--- config.mk ---
export PLATFORM = sky130hd
export DESIGN_NAME = mmix_ctrl
export DESIGN_NICKNAME = d
export VERILOG_FILES = /design/src/sv/assert_macros.svh /design/src/sv/mmix_pkg.sv /design/src/sv/mmix_ctrl.sv
export SDC_FILE = /design/constraint.sdc
export NUM_CORES = 1
export LEC_CHECK = 0
export BUFFER_PORTS_ARGS = -buffer_cell sky130_fd_sc_hd__buf_2
export CORE_MARGIN = 3
export CORE_UTILIZATION = 35
export CTS_CLUSTER_SIZE = 30
export DETAILED_ROUTE_END_ITERATION = 16
export SLEW_MARGIN = 20
export SYNTH_ARGS = -nofsm -noshare
export SYNTH_HDL_FRONTEND = slang
export SYNTH_SLANG_ARGS = --single-unit
--- constraint.sdc ---
create_clock -name clk -period 2.2 [get_ports clk]
set_input_delay 0.11 -clock clk [delete_from_list [all_inputs] [get_ports clk]]
set_output_delay 0.11 -clock clk [all_outputs]
set_load 0.01 [all_outputs]
--- src/sv/assert_macros.svh ---
// Assertion macros used by the top-level RTL file.
`ifndef ASSERT_MACROS_SVH
`define ASSERT_MACROS_SVH

// Same-cycle implication, checked on clk, quiet while rst_n is low.
`define AST_IMPL(name, ante, cons) \
    name: assert property (@(posedge clk) disable iff (!rst_n) (ante) |-> (cons)) \
        else $error("assertion failed");

// Next-cycle implication, checked on clk, quiet while rst_n is low.
`define AST_NEXT(name, ante, cons) \
    name: assert property (@(posedge clk) disable iff (!rst_n) (ante) |=> (cons)) \
        else $error("assertion failed");

`endif

--- src/sv/mmix_pkg.sv ---
// Package: types, constants and codes of the motor mixer.
package mmix_pkg;

    localparam int MOTOR_COUNT = 16;
    localparam int IDX_W       = 4;
    localparam int MOTOR_SCALE = 10000;
    localparam int LIM_CAP     = MOTOR_SCALE / 4;
    localparam int DVD_W       = 30;
    localparam int DIV_STEPS   = DVD_W;

    typedef logic [IDX_W-1:0] idx_t;
    typedef logic [4:0]       cnt_t;

    localparam idx_t IDX_LAST = idx_t'(MOTOR_COUNT - 1);

    // full scale of S*vf: MOTOR_SCALE * 25600 * 16384
    localparam longint MIX_FULL = longint'(MOTOR_SCALE) * 64'sd25600 * 64'sd16384;
    // reciprocal of 100 in Q32, rounded up
    localparam logic [25:0] RECIP100 = 26'(((64'd1 << 32) + 64'd99) / 64'd100);
    // reciprocal of MOTOR_SCALE in Q44, rounded up
    localparam logic [30:0] RECIP_SCALE =
        31'(((64'd1 << 44) + 64'(MOTOR_SCALE) - 64'd1) / 64'(MOTOR_SCALE));

    localparam logic [2:0] CFG_PWM_MIN   = 3'd0;
    localparam logic [2:0] CFG_PWM_MAX   = 3'd1;
    localparam logic [2:0] CFG_PWM_START = 3'd2;
    localparam logic [2:0] CFG_NOMINAL   = 3'd3;
    localparam logic [2:0] CFG_LIM_STEP  = 3'd4;

    localparam logic OP_LOAD    = 1'b0;
    localparam logic OP_COMMAND = 1'b1;

    typedef enum logic [3:0] {
        S_IDLE, S_DIV, S_VF, S_SCAN, S_MAC, S_MIX, S_SCALE,
        S_VAL, S_NUM, S_PDIV, S_EMIT, S_DECAY
    } state_t;

    typedef enum logic [3:0] {
        CMD_NONE, CMD_LOAD, CMD_START, CMD_DIV, CMD_VF, CMD_SCAN, CMD_MAC,
        CMD_MIX, CMD_SCALE, CMD_VAL, CMD_NUM, CMD_PDIV, CMD_EMIT, CMD_DECAY
    } dp_cmd_t;

    typedef struct packed {
        dp_cmd_t    op;
        logic [1:0] term;
    } ctrl_cmd_t;

    typedef struct packed {
        logic active;
        logic idx_end;
    } dp_status_t;

endpackage

--- src/sv/mmix_ctrl.sv ---
// Controller: sequences the divider, the per-motor pass and the limiter decay.
module mmix_ctrl (
    input  logic                   clk,
    input  logic                   rst_n,
    input  logic                   start,
    input  logic                   op,
    input  mmix_pkg::dp_status_t   status,
    output mmix_pkg::ctrl_cmd_t    cmd,
    output logic                   busy
);

    mmix_pkg::state_t state_reg, state_next;
    mmix_pkg::cnt_t   cnt_reg, cnt_next;

    always_ff @(posedge clk or negedge rst_n)
    begin
        if (!rst_n)
        begin
            state_reg <= mmix_pkg::S_IDLE;
            cnt_reg   <= '0;
        end
        else
        begin
            state_reg <= state_next;
            cnt_reg   <= cnt_next;
        end
    end

    always_comb
    begin
        state_next = state_reg;
        cnt_next   = '0;
        cmd.op     = mmix_pkg::CMD_NONE;
        cmd.term   = cnt_reg[1:0];
        busy       = (state_reg != mmix_pkg::S_IDLE);
        case (state_reg)
            mmix_pkg::S_IDLE:
            begin
                if (start)
                begin
                    if (op == mmix_pkg::OP_COMMAND)
                    begin
                        cmd.op     = mmix_pkg::CMD_START;
                        state_next = mmix_pkg::S_DIV;
                    end
                    else
                    begin
                        cmd.op = mmix_pkg::CMD_LOAD;
                    end
                end
            end
            mmix_pkg::S_DIV:
            begin
                cmd.op = mmix_pkg::CMD_DIV;
                if (cnt_reg == mmix_pkg::cnt_t'(mmix_pkg::DIV_STEPS - 1))
                    state_next = mmix_pkg::S_VF;
                else
                    cnt_next = cnt_reg + 5'd1;
            end
            mmix_pkg::S_VF:
            begin
                cmd.op     = mmix_pkg::CMD_VF;
                state_next = mmix_pkg::S_SCAN;
            end
            mmix_pkg::S_SCAN:
            begin
                cmd.op = mmix_pkg::CMD_SCAN;
                if (status.active)
                    state_next = mmix_pkg::S_MAC;
                else if (status.idx_end)
                    state_next = mmix_pkg::S_DECAY;
            end
            mmix_pkg::S_MAC:
            begin
                cmd.op = mmix_pkg::CMD_MAC;
                if (cnt_reg[1:0] == 2'd3)
                    state_next = mmix_pkg::S_MIX;
                else
                    cnt_next = cnt_reg + 5'd1;
            end
            mmix_pkg::S_MIX:
            begin
                cmd.op     = mmix_pkg::CMD_MIX;
                state_next = mmix_pkg::S_SCALE;
            end
            mmix_pkg::S_SCALE:
            begin
                cmd.op     = mmix_pkg::CMD_SCALE;
                state_next = mmix_pkg::S_VAL;
            end
            mmix_pkg::S_VAL:
            begin
                cmd.op     = mmix_pkg::CMD_VAL;
                state_next = mmix_pkg::S_NUM;
            end
            mmix_pkg::S_NUM:
            begin
                cmd.op     = mmix_pkg::CMD_NUM;
                state_next = mmix_pkg::S_PDIV;
            end
            mmix_pkg::S_PDIV:
            begin
                cmd.op     = mmix_pkg::CMD_PDIV;
                state_next = mmix_pkg::S_EMIT;
            end
            mmix_pkg::S_EMIT:
            begin
                cmd.op     = mmix_pkg::CMD_EMIT;
                state_next = status.idx_end ? mmix_pkg::S_DECAY : mmix_pkg::S_SCAN;
            end
            mmix_pkg::S_DECAY:
            begin
                cmd.op     = mmix_pkg::CMD_DECAY;
                state_next = mmix_pkg::S_IDLE;
            end
            default:
            begin
                state_next = mmix_pkg::S_IDLE;
            end
        endcase
    end

endmodule

==> metrics.md <==
| Metric | Value |
|---|---|
| Internal reg-to-reg setup slack | `0.61 ns` |
| Synth Warn # | `0` |
| Synth async-reset ratio | `100%` |
| Slew HR | `73.5%` |
| Pre-antenna DRT Iters | `4` |
| Gate Count Post-Synth | `69` |
| XOR/XNOR Fraction of Synth Area | `1.42%` |
| Synth cell count leaders | `dfrtp_1, inv_1, nor2_1` |
| Post-Syn Area | `617 um^2` |
| Synth area leader | `dfrtp_1` |
| Maximum VDD drop | `515 uV` |
| Syn nets | `78` |
| Std-Cell Rows | `14` |
| Synth top area cells | `dfrtp_1, ha_1, nor4b_2` |
| Count leader, synth | `dfrtp_1` |
| Worst-path clk slew | `0.06 ns` |
| Place WS | `0.620 ns` |
| Seq/Total Area, Yosys | `36.5%` |
| Clock buffer depth | `2` |
| Number of flops mapped to enable cells by yosys | `0` |
| CP cell instances | `or3_1 > or3_1 > o2111ai_1 > o2bb2ai_1` |
| Worst EP required | `2.39 ns` |
| Share of layout cells above drive strength 1 | `22.5%` |
| Flops & latches, synth | `9` |
| Routed wire length per instance | `11.8 um` |
| Post_cts resized | `0` |
| Routability cong. | `0.734` |
| Pwr Density | `1210 nW/um^2` |
| IO buf count | `12` |
| Initial Util | `39.1%` |
| Worst hold endpoint | `state_reg[1]` |
| Clock sink count | `9` |
| Root Driver | `clkbuf_4` |
| Top Ports | `13` |
| Vias per inst | `5.53` |
| Path category of the worst min-delay check | `primary input to flop` |
| Post-CTS setup repair buffer count | `0` |
| Worst setup SP type | `flop` |
| Top cell by count, worst path | `or3_1` |
| Slew Limit Fails | `0` |
| Commonest register cell after synthesis | `dfrtp_1` |
| Clock Latency Late Sink | `0.27 ns` |
| Core footprint | `1580 um^2` |
| Crit end category | `flop` |
| Final setup skew | `0.00424 ns` |
| R2R cell count | `4` |
| Final WL | `1.13 mm` |
| Chip height | `48.0 um` |
| Peak fanout along the critical path | `14` |
| Post-synthesis simple-gate area fraction | `25.2%` |
| Slowest stage delay, CP | `0.51 ns` |
| Worst min-delay path startpoint | `status[1]` |
| Multiplexer share of the synthesized area | `1.62%` |
| TritonCTS Buffers | `3` |
| Vias in the first global route | `484` |
| Fin worst setup slack | `0.606 ns` |
| Max Cap Viol | `0` |
| Die Width | `48.0 um` |
| First-pass GRT wire length | `1.91 mm` |
| Mean Syn Cell Area | `8.94 um^2` |
| DPL Wire Length | `849 um` |
| Via count | `531` |
| R2R Path End | `state_reg[0]` |
| Final ANT Viol Nets | `0` |
| Final worst path period share | `72.4%` |
| Crit Path Category | `flop to flop` |
| Max Clk Rate | `628 MHz` |
| Final-report hold violation count | `0` |
| Max reg flops | `5` |
| Total GRT Usage | `12.2%` |
| Worst-Margin Slew | `0.398 ns` |
| Final net count | `90` |
| Antenna cells | `0` |
| Initial antenna violation count | `0` |
| Post-CTS Hold Fix Bufs | `1` |
| H-Tree Depth | `1` |
| Leak | `0.338 nW` |
| RSZ-0062 raised after global routing | `no` |
| Yosys top cell area share | `36.5%` |
| Reg2reg start | `state_reg[2]` |
| Largest family of logic cells by synthesized area | `simple AND/OR/NAND/NOR gates` |
| Setup_tns | `0 ns` |
| Status | `complete, no violations` |
| Grt ovf | `0` |
| Die Area | `2300 um^2` |
| Final worst path period need | `1.59 ns` |
| Synth Area in Compound Gates | `20.1%` |
| CP max-delay cell | `dfrtp_1` |
| Layout area overhead | `13.6%` |
| CTS tree | `done` |
| 1st-iter DRT viols | `7` |
| # setup viols final | `0` |
| Worst hold path depth | `3` |
| Synth Area in Adders | `6.09%` |
| Pin count of the biggest net entering global routing | `15` |
| Crit path DAT | `1.79 ns` |
| DRC viols | `0` |
| Yosys cell types | `35` |
==> metrics by stage <==
| stage | util, % | power (mW) | cell area [um^2] | hold WS [ns] | instances |
|---|---|---|---|---|---|
| after floorplan | - | 0.632 | 617 | -0.186 | 69 |
| after global placement | 42.1 | 0.724 | 663 | -0.0259 | 91 |
| after detailed placement | 42.1 | 0.728 | 663 | -0.0342 | 91 |
| after CTS | 44.4 | 0.860 | 701 | 0.182 | 96 |
| after global routing | 44.4 | 0.940 | 701 | 0.199 | 96 |
| final | 44.4 | 0.845 | 701 | 0.186 | 96 |
==> layout make-up <==
cell class	instances	area (um^2)
Sequential cell	9	225
Fill cell	157	876
Clock inverter	1	5.00
Timing Repair Buffer	13	70.1
Clock buffer	3	22.5
Multi-Input combinational cell	48	335
Tap cell	16	20.0
Inverter	6	22.5
==> placed cells by master (no fill, tap or decap), types with 2 or more instances in the layout <==
cell type,synthesis,routed
nor2_1,5,5
inv_1,6,6
a21o_1,2,2
o21ai_0,3,3
nand3_1,4,4
nor4b_2,2,2
clkbuf_4,0,3
nand2_1,4,4
ha_1,3,3
or3_1,3,3
buf_2,3,12
dfrtp_1,9,9
==> power breakdown <==
group	total (mW)	switching (mW)	internal, mW
Clock	0.126	0.0593	0.0671
Combinational	0.407	0.209	0.198
Sequential	0.312	0.103	0.209
==> routing by layer <==
metal	vias up	GRT usage (%)	wire, um	share of wire, %
li1	273	-	-	-
met1	244	15.6	540	48
met2	10	17.7	508	45
met3	4	5.64	63	5.6
met4	0	4.84	17	1.5
met5	-	0	0	0
==> worst max path at each step <==
stage / startpoint / depth (start not counted) / slack, ns / end
floorplan: cnt_reg[1] / 6 / 0.77 / state_reg[0]
global placement: state_reg[2] / 4 / 0.61 / state_reg[0]
detailed placement: state_reg[2] / 4 / 0.62 / state_reg[0]
CTS: state_reg[2] / 4 / 0.61 / state_reg[0]
global route: state_reg[0] / 4 / 0.49 / cnt_reg[4]
finish: state_reg[2] / 4 / 0.61 / state_reg[0]
==> logic make-up (layout without fill, tap and decap cells) <==
group / Yosys count / count (layout)
AOI/OAI and AO/OA: 17 / 17
buffers and inverters: 12 / 23
muxes: 1 / 1
adders and majority gates: 3 / 3
and+or+nand+nor: 26 / 26
xor gates and xnor gates: 1 / 1
DFF: 9 / 9
==> critical path, delay by kind of cell (launching register included) <==
kind               cells  cell delay, ns
and+or+nand+nor        2            0.77
AOI/OAI and AO/OA      2            0.24
DFF                    1            0.51
Power figures use the tool's default switching activity.
